==> src/rtl/psev_pkg.sv <==
`default_nettype none

package psev_pkg;

  localparam int STACK_DEPTH = 64;
  localparam int CNT_W       = $clog2(STACK_DEPTH + 1);
  localparam int PTR_W       = $clog2(STACK_DEPTH);
  localparam int DATA_W      = 32;
  localparam int OP_W        = 3;
  localparam int DEPTH_W     = 7;
  localparam int STATUS_W    = 2;
  localparam int QUEUE_DEPTH = 2;
  localparam int QPTR_W      = (QUEUE_DEPTH > 1) ? $clog2(QUEUE_DEPTH) : 1;
  localparam int QCNT_W      = $clog2(QUEUE_DEPTH + 1);
  localparam int DIV_CNT_W   = $clog2(DATA_W);

  localparam logic [OP_W-1:0] OP_PUSH = 3'd0;
  localparam logic [OP_W-1:0] OP_ADD  = 3'd1;
  localparam logic [OP_W-1:0] OP_SUB  = 3'd2;
  localparam logic [OP_W-1:0] OP_MUL  = 3'd3;
  localparam logic [OP_W-1:0] OP_DIV  = 3'd4;
  localparam logic [OP_W-1:0] OP_MOD  = 3'd5;

  localparam logic [STATUS_W-1:0] ST_OK      = 2'd0;
  localparam logic [STATUS_W-1:0] ST_UNDER   = 2'd1;
  localparam logic [STATUS_W-1:0] ST_OVER    = 2'd2;
  localparam logic [STATUS_W-1:0] ST_DIVZERO = 2'd3;

  typedef logic [1:0] kind_t;

  localparam kind_t K_PUSH = 2'd0;
  localparam kind_t K_ALU  = 2'd1;
  localparam kind_t K_DIV  = 2'd2;
  localparam kind_t K_NOP  = 2'd3;

  typedef logic signed [DATA_W-1:0] data_t;

  typedef struct packed {
    logic [OP_W-1:0] op;
    kind_t           kind;
    data_t           push_value;
  } entry_t;

  typedef struct packed {
    logic  done;
    data_t quotient;
    data_t remainder;
  } div_rsp_t;

endpackage

`default_nettype wire

==> src/rtl/psev_if.sv <==
`default_nettype none

interface psev_tok_if;
  import psev_pkg::*;

  logic                   valid;
  logic                   ready;
  logic [OP_W-1:0]        op;
  logic signed [DATA_W-1:0] push_value;

  modport source (output valid, output op, output push_value, input ready);
  modport sink (input valid, input op, input push_value, output ready);
endinterface

interface psev_res_if;
  import psev_pkg::*;

  logic                     valid;
  logic                     ready;
  logic signed [DATA_W-1:0] top_value;
  logic [DEPTH_W-1:0]       depth;
  logic [STATUS_W-1:0]      status;

  modport source (output valid, output top_value, output depth, output status, input ready);
  modport sink (input valid, input top_value, input depth, input status, output ready);
endinterface

`default_nettype wire

==> src/rtl/psev_div.sv <==
`default_nettype none

module psev_div (
  input  logic              clk,
  input  logic              rst_n,
  input  logic              start,
  input  psev_pkg::data_t   dividend,
  input  psev_pkg::data_t   divisor,
  output psev_pkg::div_rsp_t rsp
);
  import psev_pkg::*;

  logic                 busy_r;
  logic                 done_r;
  logic [DIV_CNT_W-1:0] step_r;
  logic [DATA_W-1:0]    rem_r;
  logic [DATA_W-1:0]    quo_r;
  logic [DATA_W-1:0]    dvs_r;
  logic                 neg_q_r;
  logic                 neg_r_r;
  logic [DATA_W:0]      rem_sh;
  logic [DATA_W:0]      diff;

  assign rem_sh = {rem_r, quo_r[DATA_W-1]};
  assign diff   = rem_sh - {1'b0, dvs_r};

  always_ff @(posedge clk) begin
    if (!rst_n) begin
      busy_r <= 1'b0;
      done_r <= 1'b0;
      step_r <= '0;
    end else begin
      done_r <= 1'b0;
      if (start) begin
        busy_r <= 1'b1;
        step_r <= '0;
      end else if (busy_r) begin
        step_r <= step_r + DIV_CNT_W'(1);
        if (step_r == DIV_CNT_W'(DATA_W - 1)) begin
          busy_r <= 1'b0;
          done_r <= 1'b1;
        end
      end
    end
  end

  // Magnitudes are divided; signs are restored on the way out.
  always_ff @(posedge clk) begin
    if (start) begin
      rem_r   <= '0;
      quo_r   <= dividend[DATA_W-1] ? DATA_W'(-dividend) : DATA_W'(dividend);
      dvs_r   <= divisor[DATA_W-1] ? DATA_W'(-divisor) : DATA_W'(divisor);
      neg_q_r <= dividend[DATA_W-1] ^ divisor[DATA_W-1];
      neg_r_r <= dividend[DATA_W-1];
    end else if (busy_r) begin
      if (!diff[DATA_W]) begin
        rem_r <= diff[DATA_W-1:0];
      end else begin
        rem_r <= rem_sh[DATA_W-1:0];
      end
      quo_r <= {quo_r[DATA_W-2:0], ~diff[DATA_W]};
    end
  end

  assign rsp.done      = done_r;
  assign rsp.quotient  = neg_q_r ? data_t'(-quo_r) : data_t'(quo_r);
  assign rsp.remainder = neg_r_r ? data_t'(-rem_r) : data_t'(rem_r);

endmodule

`default_nettype wire

==> src/rtl/psev_front.sv <==
`default_nettype none

module psev_front (
  input  logic             clk,
  input  logic             rst_n,
  psev_tok_if.sink         in_tok,
  output logic             q_valid,
  output psev_pkg::entry_t q_entry,
  input  logic             q_pop
);
  import psev_pkg::*;

  entry_t              fifo_r [QUEUE_DEPTH];
  logic [QPTR_W-1:0]   wr_ptr_r;
  logic [QPTR_W-1:0]   rd_ptr_r;
  logic [QCNT_W-1:0]   cnt_r;
  logic                wr_en;
  logic                rd_en;
  entry_t              new_entry;

  assign in_tok.ready = (cnt_r != QCNT_W'(QUEUE_DEPTH));
  assign wr_en        = in_tok.valid && in_tok.ready;
  assign q_valid      = (cnt_r != '0);
  assign rd_en        = q_pop && q_valid;
  assign q_entry      = fifo_r[rd_ptr_r];

  always_comb begin
    new_entry.op         = in_tok.op;
    new_entry.push_value = in_tok.push_value;
    case (in_tok.op)
      OP_PUSH: new_entry.kind = K_PUSH;
      OP_ADD:  new_entry.kind = K_ALU;
      OP_SUB:  new_entry.kind = K_ALU;
      OP_MUL:  new_entry.kind = K_ALU;
      OP_DIV:  new_entry.kind = K_DIV;
      OP_MOD:  new_entry.kind = K_DIV;
      default: new_entry.kind = K_NOP;
    endcase
  end

  always_ff @(posedge clk) begin
    if (wr_en) begin
      fifo_r[wr_ptr_r] <= new_entry;
    end
  end

  always_ff @(posedge clk) begin
    if (!rst_n) begin
      wr_ptr_r <= '0;
      rd_ptr_r <= '0;
      cnt_r    <= '0;
    end else begin
      if (wr_en) begin
        wr_ptr_r <= (wr_ptr_r == QPTR_W'(QUEUE_DEPTH - 1)) ? '0 : wr_ptr_r + QPTR_W'(1);
      end
      if (rd_en) begin
        rd_ptr_r <= (rd_ptr_r == QPTR_W'(QUEUE_DEPTH - 1)) ? '0 : rd_ptr_r + QPTR_W'(1);
      end
      if (wr_en && !rd_en) begin
        cnt_r <= cnt_r + QCNT_W'(1);
      end else if (rd_en && !wr_en) begin
        cnt_r <= cnt_r - QCNT_W'(1);
      end
    end
  end

endmodule

`default_nettype wire

==> src/rtl/psev_back.sv <==
`default_nettype none

module psev_back (
  input  logic             clk,
  input  logic             rst_n,
  input  logic             q_valid,
  input  psev_pkg::entry_t q_entry,
  output logic             q_pop,
  psev_res_if.source       out_res
);
  import psev_pkg::*;

  localparam logic [1:0] S_IDLE = 2'd0;
  localparam logic [1:0] S_DIV  = 2'd1;
  localparam logic [1:0] S_FILL = 2'd2;

  // The two top entries live in registers; the memory holds the rest.
  data_t               mem [STACK_DEPTH];
  data_t               rd_data_r;
  logic [PTR_W-1:0]    rd_addr;
  logic [PTR_W-1:0]    wr_addr;
  logic                mem_we;

  logic [1:0]          state_r;
  logic [1:0]          state_nxt;
  data_t               top_r;
  data_t               top_nxt;
  data_t               nos_r;
  data_t               nos_nxt;
  logic [CNT_W-1:0]    cnt_r;
  logic [CNT_W-1:0]    cnt_nxt;
  logic                mod_r;

  logic                out_valid_r;
  data_t               out_top_r;
  logic [DEPTH_W-1:0]  out_depth_r;
  logic [STATUS_W-1:0] out_status_r;

  logic                out_free;
  logic                emit;
  logic [STATUS_W-1:0] emit_status;
  logic                div_start;
  div_rsp_t            div_rsp;
  data_t               alu_res;

  psev_div u_div (
    .clk      (clk),
    .rst_n    (rst_n),
    .start    (div_start),
    .dividend (nos_r),
    .divisor  (top_r),
    .rsp      (div_rsp)
  );

  assign out_free = !out_valid_r || out_res.ready;
  assign wr_addr  = PTR_W'(cnt_r - CNT_W'(2));
  assign rd_addr  = PTR_W'(cnt_r - CNT_W'(3));

  always_comb begin
    case (q_entry.op)
      OP_ADD:  alu_res = nos_r + top_r;
      OP_SUB:  alu_res = nos_r - top_r;
      default: alu_res = nos_r * top_r;
    endcase
  end

  always_comb begin
    state_nxt   = state_r;
    top_nxt     = top_r;
    nos_nxt     = nos_r;
    cnt_nxt     = cnt_r;
    mem_we      = 1'b0;
    emit        = 1'b0;
    emit_status = ST_OK;
    q_pop       = 1'b0;
    div_start   = 1'b0;
    case (state_r)
      S_IDLE: begin
        if (q_valid && out_free) begin
          q_pop = 1'b1;
          emit  = 1'b1;
          case (q_entry.kind)
            K_PUSH: begin
              if (cnt_r == CNT_W'(STACK_DEPTH)) begin
                emit_status = ST_OVER;
              end else begin
                mem_we  = (cnt_r >= CNT_W'(2));
                nos_nxt = top_r;
                top_nxt = q_entry.push_value;
                cnt_nxt = cnt_r + CNT_W'(1);
              end
            end
            K_ALU: begin
              if (cnt_r < CNT_W'(2)) begin
                emit_status = ST_UNDER;
              end else begin
                top_nxt = alu_res;
                cnt_nxt = cnt_r - CNT_W'(1);
                if (cnt_r >= CNT_W'(3)) begin
                  state_nxt = S_FILL;
                end
              end
            end
            K_DIV: begin
              if (cnt_r < CNT_W'(2)) begin
                emit_status = ST_UNDER;
              end else if (top_r == '0) begin
                emit_status = ST_DIVZERO;
              end else begin
                emit      = 1'b0;
                div_start = 1'b1;
                state_nxt = S_DIV;
              end
            end
            default: begin
              emit_status = ST_OK;
            end
          endcase
        end
      end
      S_DIV: begin
        if (div_rsp.done) begin
          emit    = 1'b1;
          top_nxt = mod_r ? div_rsp.remainder : div_rsp.quotient;
          cnt_nxt = cnt_r - CNT_W'(1);
          state_nxt = (cnt_r >= CNT_W'(3)) ? S_FILL : S_IDLE;
        end
      end
      S_FILL: begin
        nos_nxt   = rd_data_r;
        state_nxt = S_IDLE;
      end
      default: begin
        state_nxt = S_IDLE;
      end
    endcase
  end

  always_ff @(posedge clk) begin
    if (mem_we) begin
      mem[wr_addr] <= nos_r;
    end
    rd_data_r <= mem[rd_addr];
  end

  always_ff @(posedge clk) begin
    if (!rst_n) begin
      state_r     <= S_IDLE;
      cnt_r       <= '0;
      out_valid_r <= 1'b0;
    end else begin
      state_r <= state_nxt;
      cnt_r   <= cnt_nxt;
      if (emit) begin
        out_valid_r <= 1'b1;
      end else if (out_res.ready) begin
        out_valid_r <= 1'b0;
      end
    end
  end

  always_ff @(posedge clk) begin
    top_r <= top_nxt;
    nos_r <= nos_nxt;
    if (div_start) begin
      mod_r <= (q_entry.op == OP_MOD);
    end
    if (emit) begin
      out_top_r    <= (cnt_nxt != '0) ? top_nxt : '0;
      out_depth_r  <= DEPTH_W'(cnt_nxt);
      out_status_r <= emit_status;
    end
  end

  assign out_res.valid     = out_valid_r;
  assign out_res.top_value = out_top_r;
  assign out_res.depth     = out_depth_r;
  assign out_res.status    = out_status_r;

endmodule

`default_nettype wire

==> src/rtl/postfix_stack_evaluator.sv <==
`default_nettype none
// Push, add, subtract, multiply, ignored and rejected tokens give their result beat
// through the token queue and the result register; divide and modulo wait for the divider.
// Throughput is one token per cycle while results are taken; divide and modulo hold the
// execution side until the divider finishes, and a pop from a stack of three or more
// entries adds a refill state. Reset is synchronous and active low; it empties the stack
// and token queue; the operand memory keeps its contents and needs no clearing pass.

module postfix_stack_evaluator (
  input logic        clk,
  input logic        rst_n,
  psev_tok_if.sink   in_tok,
  psev_res_if.source out_res
);
  import psev_pkg::*;

  logic   q_valid;
  logic   q_pop;
  entry_t q_entry;

  psev_front u_front (
    .clk     (clk),
    .rst_n   (rst_n),
    .in_tok  (in_tok),
    .q_valid (q_valid),
    .q_entry (q_entry),
    .q_pop   (q_pop)
  );

  psev_back u_back (
    .clk     (clk),
    .rst_n   (rst_n),
    .q_valid (q_valid),
    .q_entry (q_entry),
    .q_pop   (q_pop),
    .out_res (out_res)
  );

endmodule

`default_nettype wire

==> src/flat_wrapper.sv <==
// flat-port wrapper written by rule: the top's interface ports become plain ports
module postfix_stack_evaluator_flat import psev_pkg::*;
  (clk, rst_n, in_tok_valid, in_tok_op, in_tok_push_value, in_tok_ready, out_res_valid, out_res_top_value, out_res_depth, out_res_status, out_res_ready);
  psev_tok_if in_tok_i ();
  psev_res_if out_res_i ();
  input logic clk;
  input logic rst_n;
  input wire logic [$bits(in_tok_i.valid)-1:0] in_tok_valid;
  input wire logic [$bits(in_tok_i.op)-1:0] in_tok_op;
  input wire logic [$bits(in_tok_i.push_value)-1:0] in_tok_push_value;
  output wire logic [$bits(in_tok_i.ready)-1:0] in_tok_ready;
  output wire logic [$bits(out_res_i.valid)-1:0] out_res_valid;
  output wire logic [$bits(out_res_i.top_value)-1:0] out_res_top_value;
  output wire logic [$bits(out_res_i.depth)-1:0] out_res_depth;
  output wire logic [$bits(out_res_i.status)-1:0] out_res_status;
  input wire logic [$bits(out_res_i.ready)-1:0] out_res_ready;
  assign in_tok_i.valid = in_tok_valid;
  assign in_tok_i.op = in_tok_op;
  assign in_tok_i.push_value = in_tok_push_value;
  assign in_tok_ready = in_tok_i.ready;
  assign out_res_valid = out_res_i.valid;
  assign out_res_top_value = out_res_i.top_value;
  assign out_res_depth = out_res_i.depth;
  assign out_res_status = out_res_i.status;
  assign out_res_i.ready = out_res_ready;
  postfix_stack_evaluator u_core (.clk(clk), .rst_n(rst_n), .in_tok(in_tok_i), .out_res(out_res_i));
endmodule
==> config.mk <==
export PLATFORM = sky130hd
export DESIGN_NAME = postfix_stack_evaluator_flat
export DESIGN_NICKNAME = d
export VERILOG_FILES = /design/src/rtl/psev_pkg.sv /design/src/rtl/psev_if.sv /design/src/rtl/psev_div.sv /design/src/rtl/psev_front.sv /design/src/rtl/psev_back.sv /design/src/rtl/postfix_stack_evaluator.sv /design/src/flat_wrapper.sv
export SDC_FILE = /design/constraint.sdc
export NUM_CORES = 2
export LEC_CHECK = 0
export BUFFER_PORTS_ARGS = -buffer_cell sky130_fd_sc_hd__buf_2
export CORE_MARGIN = 4
export CORE_UTILIZATION = 55
export DETAILED_ROUTE_END_ITERATION = 6
export GPL_TIMING_DRIVEN = 0
export PLACE_DENSITY = 0.82
export RECOVER_POWER = 100
export SETUP_SLACK_MARGIN = 0.2
export SLEW_MARGIN = 5
export SYNTH_ARGS = -nofsm -noshare
export SYNTH_HDL_FRONTEND = slang
export SYNTH_SLANG_ARGS = --single-unit
==> constraint.sdc <==
create_clock -name clk -period 11.35 [get_ports clk]
set_clock_uncertainty 0.2 [all_clocks]
set_input_delay 1.7025 -clock clk [delete_from_list [all_inputs] [get_ports clk]]
set_output_delay 1.7025 -clock clk [all_outputs]
set_load 0.03 [all_outputs]
Yosys cells after proc, flatten, opt, wreduce, memory -nomap -nowiden
Memory sizes are Yosys's and may differ from the RTL's. A register that Yosys moved wholly into a read port is not among the register bits.
Cells that the tools add are included.
{"block": "word_totals", "word_cells": 170, "reg_bits": 225, "output_inout_bits": 43, "n_memories": 2, "ram_bits": 2122}
{"block": "op_classes", "n_bitwise": 4, "mul": 1, "magnitude_cmp": 3, "add_sub_neg": 16, "n_eq_ne": 24, "reduce_logical": 26, "muxes": 73}
{"memory": "u_core.u_back.mem", "words": 64, "width": 32, "rd": 1, "rd_ports_with_merged_regs": 1, "write_ports": 1, "line": "psev_back.sv:18", "rtl": "data_t mem [STACK_DEPTH];"}
{"memory": "u_core.u_front.fifo_r", "words": 2, "width": 37, "rd": 1, "rd_ports_with_merged_regs": 1, "write_ports": 1, "line": "psev_front.sv:13", "rtl": "entry_t fifo_r [QUEUE_DEPTH];"}
{"operator": "$mux W32", "n": 14}
{"operator": "$pmux W32 S2", "n": 4}
{"operator": "$neg A32 Y32", "n": 4}
{"operator": "$sub A33 B32 Y33", "n": 1}
{"operator": "$add A32 B32 Y32", "n": 1}
{"operator": "$logic_not A32 Y1", "n": 1}
{"operator": "$mul A32 B32 Y32", "n": 1}
{"operator": "$sub A32 B32 Y32", "n": 1}
{"operator": "$mux W1", "n": 31}
{"operator": "$mux W31", "n": 1}
{"operator": "$mux W7", "n": 4}
{"operator": "$pmux W7 S2", "n": 2}
{"operator": "$mux W2", "n": 12}
{"operator": "$ge A7 B2 Y1 const B", "n": 2}
{"operator": "$ne A3 B3 Y1 const B", "n": 4}
{"operator": "$pmux W2 S3", "n": 2}
{"operator": "$sub A6 B2 Y6 const B", "n": 2}
{"operator": "$reduce_bool A2 Y1", "n": 5}
{"operator": "$eq A3 B2 Y1 const B", "n": 3}
{"operator": "$eq A3 B3 Y1 const B", "n": 3}
{"operator": "$pmux W2 S2", "n": 2}
{"operator": "$add A7 B1 Y7 const B", "n": 1}
{"operator": "$eq A7 B7 Y1 const B", "n": 1}
{"operator": "$lt A7 B2 Y1 const B", "n": 1}
{"operator": "26 further kinds", "n": 44}

Longest topological paths before layout
{"block": "logic_depth", "ltp_word": 9, "mapped_depth": 28, "depth_no_buf": 26}

Hierarchy
From an unflattened synthesis, not the netlist that was laid out.
{"block": "unflattened", "hier_cells": 7083, "area_unflattened_um2": 115144.2}
{"mod": "psev_back", "cells_each": 5936, "area_per_inst_um2": 103737.0, "n_inst": 1, "seq_area_each_um2": 65202.5}
{"mod": "psev_div", "cells_each": 1005, "area_per_inst_um2": 8483.1, "n_inst": 1, "seq_area_each_um2": 2762.6}
{"mod": "psev_front", "cells_each": 142, "area_per_inst_um2": 2924.1, "n_inst": 1, "seq_area_each_um2": 2322.2}

Least setup slack after synthesis
No wires, ideal clock.
{"block": "synth_timing", "path_kind": "reg-to-reg", "startpoint": "register u_core.u_back.nos_r[15]", "endpoint": "register u_core.u_back.out_top_r[27], in the netlist u_core.u_back.out_res.top_value[27] (data pin)", "t_arrival_ps": 8020, "required_time_ps": 10895, "path_slack_ps": 2875, "n_path_buf": 2, "stages_incl_launch_ff": 27, "path_cell_list": "edfxtp_1 > clkbuf_1 > clkbuf_1 > and2_1 > fa_1 > fa_1 > inv_1 > fa_1 > fa_1 > inv_1 > fa_1 > inv_1 > fa_1 > inv_1 > fa_1 > fa_1 > ha_1 > and3_1 > and2_1 > a32oi_1 > o21ai_0 > o311a_1 > xor2_1 > a21oi_1 > a21oi_1 > a311o_1 > and2_1"}
{"block": "synth_between", "elab_chain_len": 6, "word_cells_on_any_way": 8, "classes_between": "add/sub (2); mul (1); mux (5)"}
{"element": "start, declared", "line": "psev_back.sv:28", "rtl": "data_t nos_r;"}
{"element": "start signal, assigned", "line": "psev_back.sv:164", "rtl": "nos_r <= nos_nxt;"}
{"element": "$mul A32 B32 Y32, or another cell as far along", "line": "psev_back.sv:63", "rtl": "default: alu_res = nos_r * top_r;"}
{"element": "$pmux W32 S2 *", "line": "psev_back.sv:60", "rtl": "case (q_entry.op)"}
{"element": "$mux W32 *", "line": "psev_back.sv:94", "rtl": "if (cnt_r < CNT_W'(2)) begin"}
{"element": "$pmux W32 S2 *", "line": "psev_back.sv:82", "rtl": "case (q_entry.kind)"}
{"element": "$mux W32 *", "line": "psev_back.sv:79", "rtl": "if (q_valid && out_free) begin"}
{"element": "$pmux W32 S2 *", "line": "psev_back.sv:77", "rtl": "case (state_r)"}
{"element": "net u_core.u_back.top_nxt[27]", "line": "psev_back.sv:27", "rtl": "data_t top_nxt;"}
{"element": "end signal, assigned", "line": "psev_back.sv:169", "rtl": "out_top_r <= (cnt_nxt != '0) ? top_nxt : '0;"}
{"element": "end, declared", "line": "psev_back.sv:35", "rtl": "data_t out_top_r;"}
The timed path passes the listed nets; every way through them passes the cells marked *.
A chain may end at the register's enable or synchronous reset.

Final worst setup path
{"block": "layout_timing", "startpoint": "register u_core.u_back.nos_r[14]", "endpoint": "register u_core.u_back.out_top_r[31], in the netlist u_core.u_back.out_res.top_value[31] (data pin)"}
{"block": "layout_between", "elab_chain_len": 6, "word_cells_on_any_way": 8, "classes_between": "add/sub (2); mul (1); mux (5)"}
{"element": "$mul A32 B32 Y32, or another cell as far along", "line": "psev_back.sv:63"}
{"element": "$pmux W32 S2 *", "line": "psev_back.sv:60"}
{"element": "$mux W32 *", "line": "psev_back.sv:94"}
{"element": "$pmux W32 S2 *", "line": "psev_back.sv:82"}
{"element": "$mux W32 *", "line": "psev_back.sv:79"}
{"element": "$pmux W32 S2 *", "line": "psev_back.sv:77"}
Every way passes the cells marked *; elsewhere a longest branch is shown, timed or not.

==> impl_results.md <==
* Min-delay worst type: flip-flop to flip-flop
* Netlist cell types at 82
* Post-CTS Setup Bufs at 0
* Unrepaired setup endpoints after global routing: false
* Die Wd at 464.4 um
* Place WS at 0.8352 ns
* Sink Count at 2380
* Syn avg cell area at 16.25 um2
* I/O Buffers at 81
* Detailed router's first-iteration violation count at 11.42k
* WL per Instance at 38.08 um
* CP Capture Type: flip-flop
* Area share of and/or/nand/nor cells after synthesis at 5.754%
* Synth Flop Type: edfxtp_1
* Critical path fanouts, max at 10
* Flip-flop and latch count after synthesis at 2380
* NumNets Final at 8181
* H-tree depth at 4
* Post-Synthesis Net Count at 7723
* Num rows at 167
* Maximum number of pins on one net before global-route repair at 45
* Post_cts resized at 0
* Slew headroom at -59.91%
* Largest family of logic cells by synthesized area: multiplexers
* All-Layer GR Usage at 37.12%
* # DRC at 2
* Die area at 215700 um2
* Maxcap violations at 141
* Hold-fix buffers, CTS at 0
* Maximum clock frequency at 90.97 MHz
* Yosys top cell area share at 59.28%
* Via density at 6.875
* Dpl cells at 10.07k
* Share of layout cells above drive strength 1 at 13.62%
* Actual slew at the worst max-slew pin at 2.390 ns
* Async set or reset register ratio after synthesis at 0%
* Clk root buf: clkbuf_16
* Final slew viol count at 3287
* CTS tree: built
* Final Cycle Share at 96.85%
* Status: complete, but fails checks
* Setup WS post-layout at 0.3571 ns
* Post-DP HPWL at 267.9 mm
* Sequential fraction of the synthesis area at 61.35%
* Synth Cell Area at 114600 um2
* Crit path kind: flip-flop to flip-flop
* DRT Pass-1 Iters at 7
* Initial Utilization at 55.33%
* Clk_lat worst skew at 0.92 ns
* Min Tclk post-route at 10.99 ns
* Vias after detailed routing at 72.16k
* # IOs at 82
* Post-DRT Antenna Nets at 0
* Post-synth EDFFs at 2262
* Req. time, crit path at 11.71 ns
* Post-Synth Adder-Cell Area at 9.610%
* Worst Path Arrival at 11.35 ns
* Maximum clock path buffer count at 3
* Violations in the final reports: design-rule violations, max-capacitance violations, max-slew violations
* Synth warn at 0
* Vias in the first global route at 71.88k
* Congestion Overflow GR at 0
* Area delta synth->final at 10.15%
* Reg2Reg Setup Slack at 0.36 ns
* Cells after Synth at 7050
* XOR/XNOR Fraction of Synth Area at 2.252%
* Synth Area in Compound Gates at 4.348%
* Clk slew on worst S/H paths at 0.07 ns
* Initial antenna violation count at 33
* Cell taking the most area after synthesis: edfxtp_1
* Crit start category: flip-flop
* Core Area at 207100 um2
* Final cell count without fillers at 10.50k
* Hold Violations, Final at 0
* Proportion of synthesized area in mux cells at 13.78%
* Die height at 464.4 um
* Synth area leaders: edfxtp_1 (59%), mux4_2 (13%), fa_1 (7.2%), ha_1 (2.4%), and2_1 (2.1%)
* Total wire length at 399.7 mm
* Setup violators final at 0
* Clock buffer count from CTS at 222
* Global placement routability congestion at 1.020
* First-pass GRT wire length at 561.2 mm
## cell usage in the layout, fill, tap and decap left out, types with 13 or more instances in the layout
cell type	count
edfxtp_1	2262
mux4_2	640
clkbuf_1	576
inv_1	485
fa_1	410
nand2_1	397
and2_1	356
nor2_1	228
ha_1	224
clkbuf_16	223
o21ai_0	211
a21oi_1	186
xnor2_1	170
xor2_1	121
dfxtp_1	118
mux2i_1	99
buf_1	67
clkinv_1	60
a211oi_1	59
a21o_1	56
nor2b_1	52
o31ai_1	52
nor3_1	50
nand3_1	41
clkinv_2	37
and2_0	32
or3_1	31
o21a_1	30
mux2_2	30
nand2b_1	27
o22ai_1	24
a31oi_1	20
diode_2	16
nand4_1	16
and3_1	16
o211ai_1	16
or4_1	15
or2_2	14
bufinv_16	14
buf_2	13
## sequential cells by signal, summed over array words and instances (netlist names), 32 cells and up, named ones only
register	count
u_core.u_back.mem	2048
u_core.u_back.nos_r	32
u_core.u_back.out_res.top_value	32
u_core.u_back.rd_data_r	32
u_core.u_back.top_r	32
u_core.u_back.u_div.dvs_r	32
u_core.u_back.u_div.quo_r	32
u_core.u_back.u_div.rem_r	32
u_core.u_front.fifo_r	74
## layer usage
layer / track usage (%) / routed length [um] / share of wire (%)
met1: 46.87 / 133700 / 33
met3: 9.342 / 47560 / 12
met4: 23.97 / 35050 / 8.8
met5: 0.4902 / 186 / 0.047
met2: 57.68 / 183100 / 46
## Yosys cell counts, types with 16 or more instances
cell type and number:
xnor2_1 170, a31oi_1 20, and2_1 388, nand2_1 397, nand4_1 16, mux2i_1 99
a211oi_1 62, o211ai_1 16, nor2_1 228, nor3_1 50, o21ai_0 211, nand3_1 41
edfxtp_1 2262, nand2b_1 27, a21o_1 56, and3_1 16, o21a_1 30, xor2_1 122
a21oi_1 186, dfxtp_1 118, fa_1 410, mux4_2 640, mux2_2 34, clkbuf_1 314
ha_1 224, buf_1 73, or3_1 31, inv_1 484, nor2b_1 52, o22ai_1 24
o31ai_1 53
## critical path, stage by stage (launching register included)
cell and delay (ns):
edfxtp_1 0.70, clkbuf_1 0.60, clkbuf_1 0.98, clkbuf_1 0.64, and2_0 0.25, fa_1 0.45, fa_1 0.38, inv_1 0.08
fa_1 0.48, fa_1 0.55, inv_1 0.05, fa_1 0.50, inv_1 0.05, fa_1 0.53, inv_1 0.05, fa_1 0.49
fa_1 0.42, ha_1 0.40, and3_1 0.25, and2_0 0.18, nand2_1 0.08, o21ai_0 0.76, a221oi_1 0.27, o21ai_0 0.31
xnor2_1 0.18, a21oi_1 0.17, o31ai_1 0.12, a31oi_1 0.52
## kinds of logic (layout without fill, tap and decap cells)
logic type / after synthesis / count (layout)
buffers and inverters: 883 / 1526
and+or+nand+nor: 1309 / 1309
muxes: 773 / 773
adders and majority gates: 634 / 634
xor gates and xnor gates: 293 / 293
DFF: 2380 / 2380
other: 0 / 16
AOI/OAI and AO/OA: 778 / 778
## area by class of cell
cell class,instances,area [um2]
fill,14420,80860
sequential,2380,70290
multi-input combinational,3787,41000
clock buffer,266,5742
tap,2788,3488
inverter,487,1828
buffer,396,1514
clock inverter,143,1356
timing repair buffer,234,949.7
antenna,16,40.04
## final timing paths
kind | start | to | cells after the start
max | u_core.u_back.nos_r[14]$_DFFE_PP_ | u_core.u_back.out_res.top_value[31]$_SDFFCE_PN0P_ | 27
max reg2reg | u_core.u_back.nos_r[14]$_DFFE_PP_ | u_core.u_back.out_res.top_value[31]$_SDFFCE_PN0P_ | 27
min | u_core.u_back.rd_data_r[30]$_DFF_P_ | u_core.u_back.nos_r[30]$_DFFE_PP_ | 1
min reg2reg | u_core.u_back.rd_data_r[30]$_DFF_P_ | u_core.u_back.nos_r[30]$_DFFE_PP_ | 1
## metrics by stage
| stage | util (%) | area [um2] | hold WS [ns] | TNS (ns) |
|---|---|---|---|---|
| floorplan | - | 114600 | 0.2673 | 0 |
| global placement | 57.21 | 118500 | 0.2849 | -0.9855 |
| detailed placement | 59.26 | 122700 | 0.3084 | 0 |
| CTS | 62.68 | 129800 | 0.2743 | 0 |
| global route | 60.93 | 126200 | 0.3005 | 0 |
| finish | 60.95 | 126200 | 0.2882 | 0 |
Power is not shown: default switching activity piles up to over one toggle a cycle in this logic, so the estimate is an artifact.
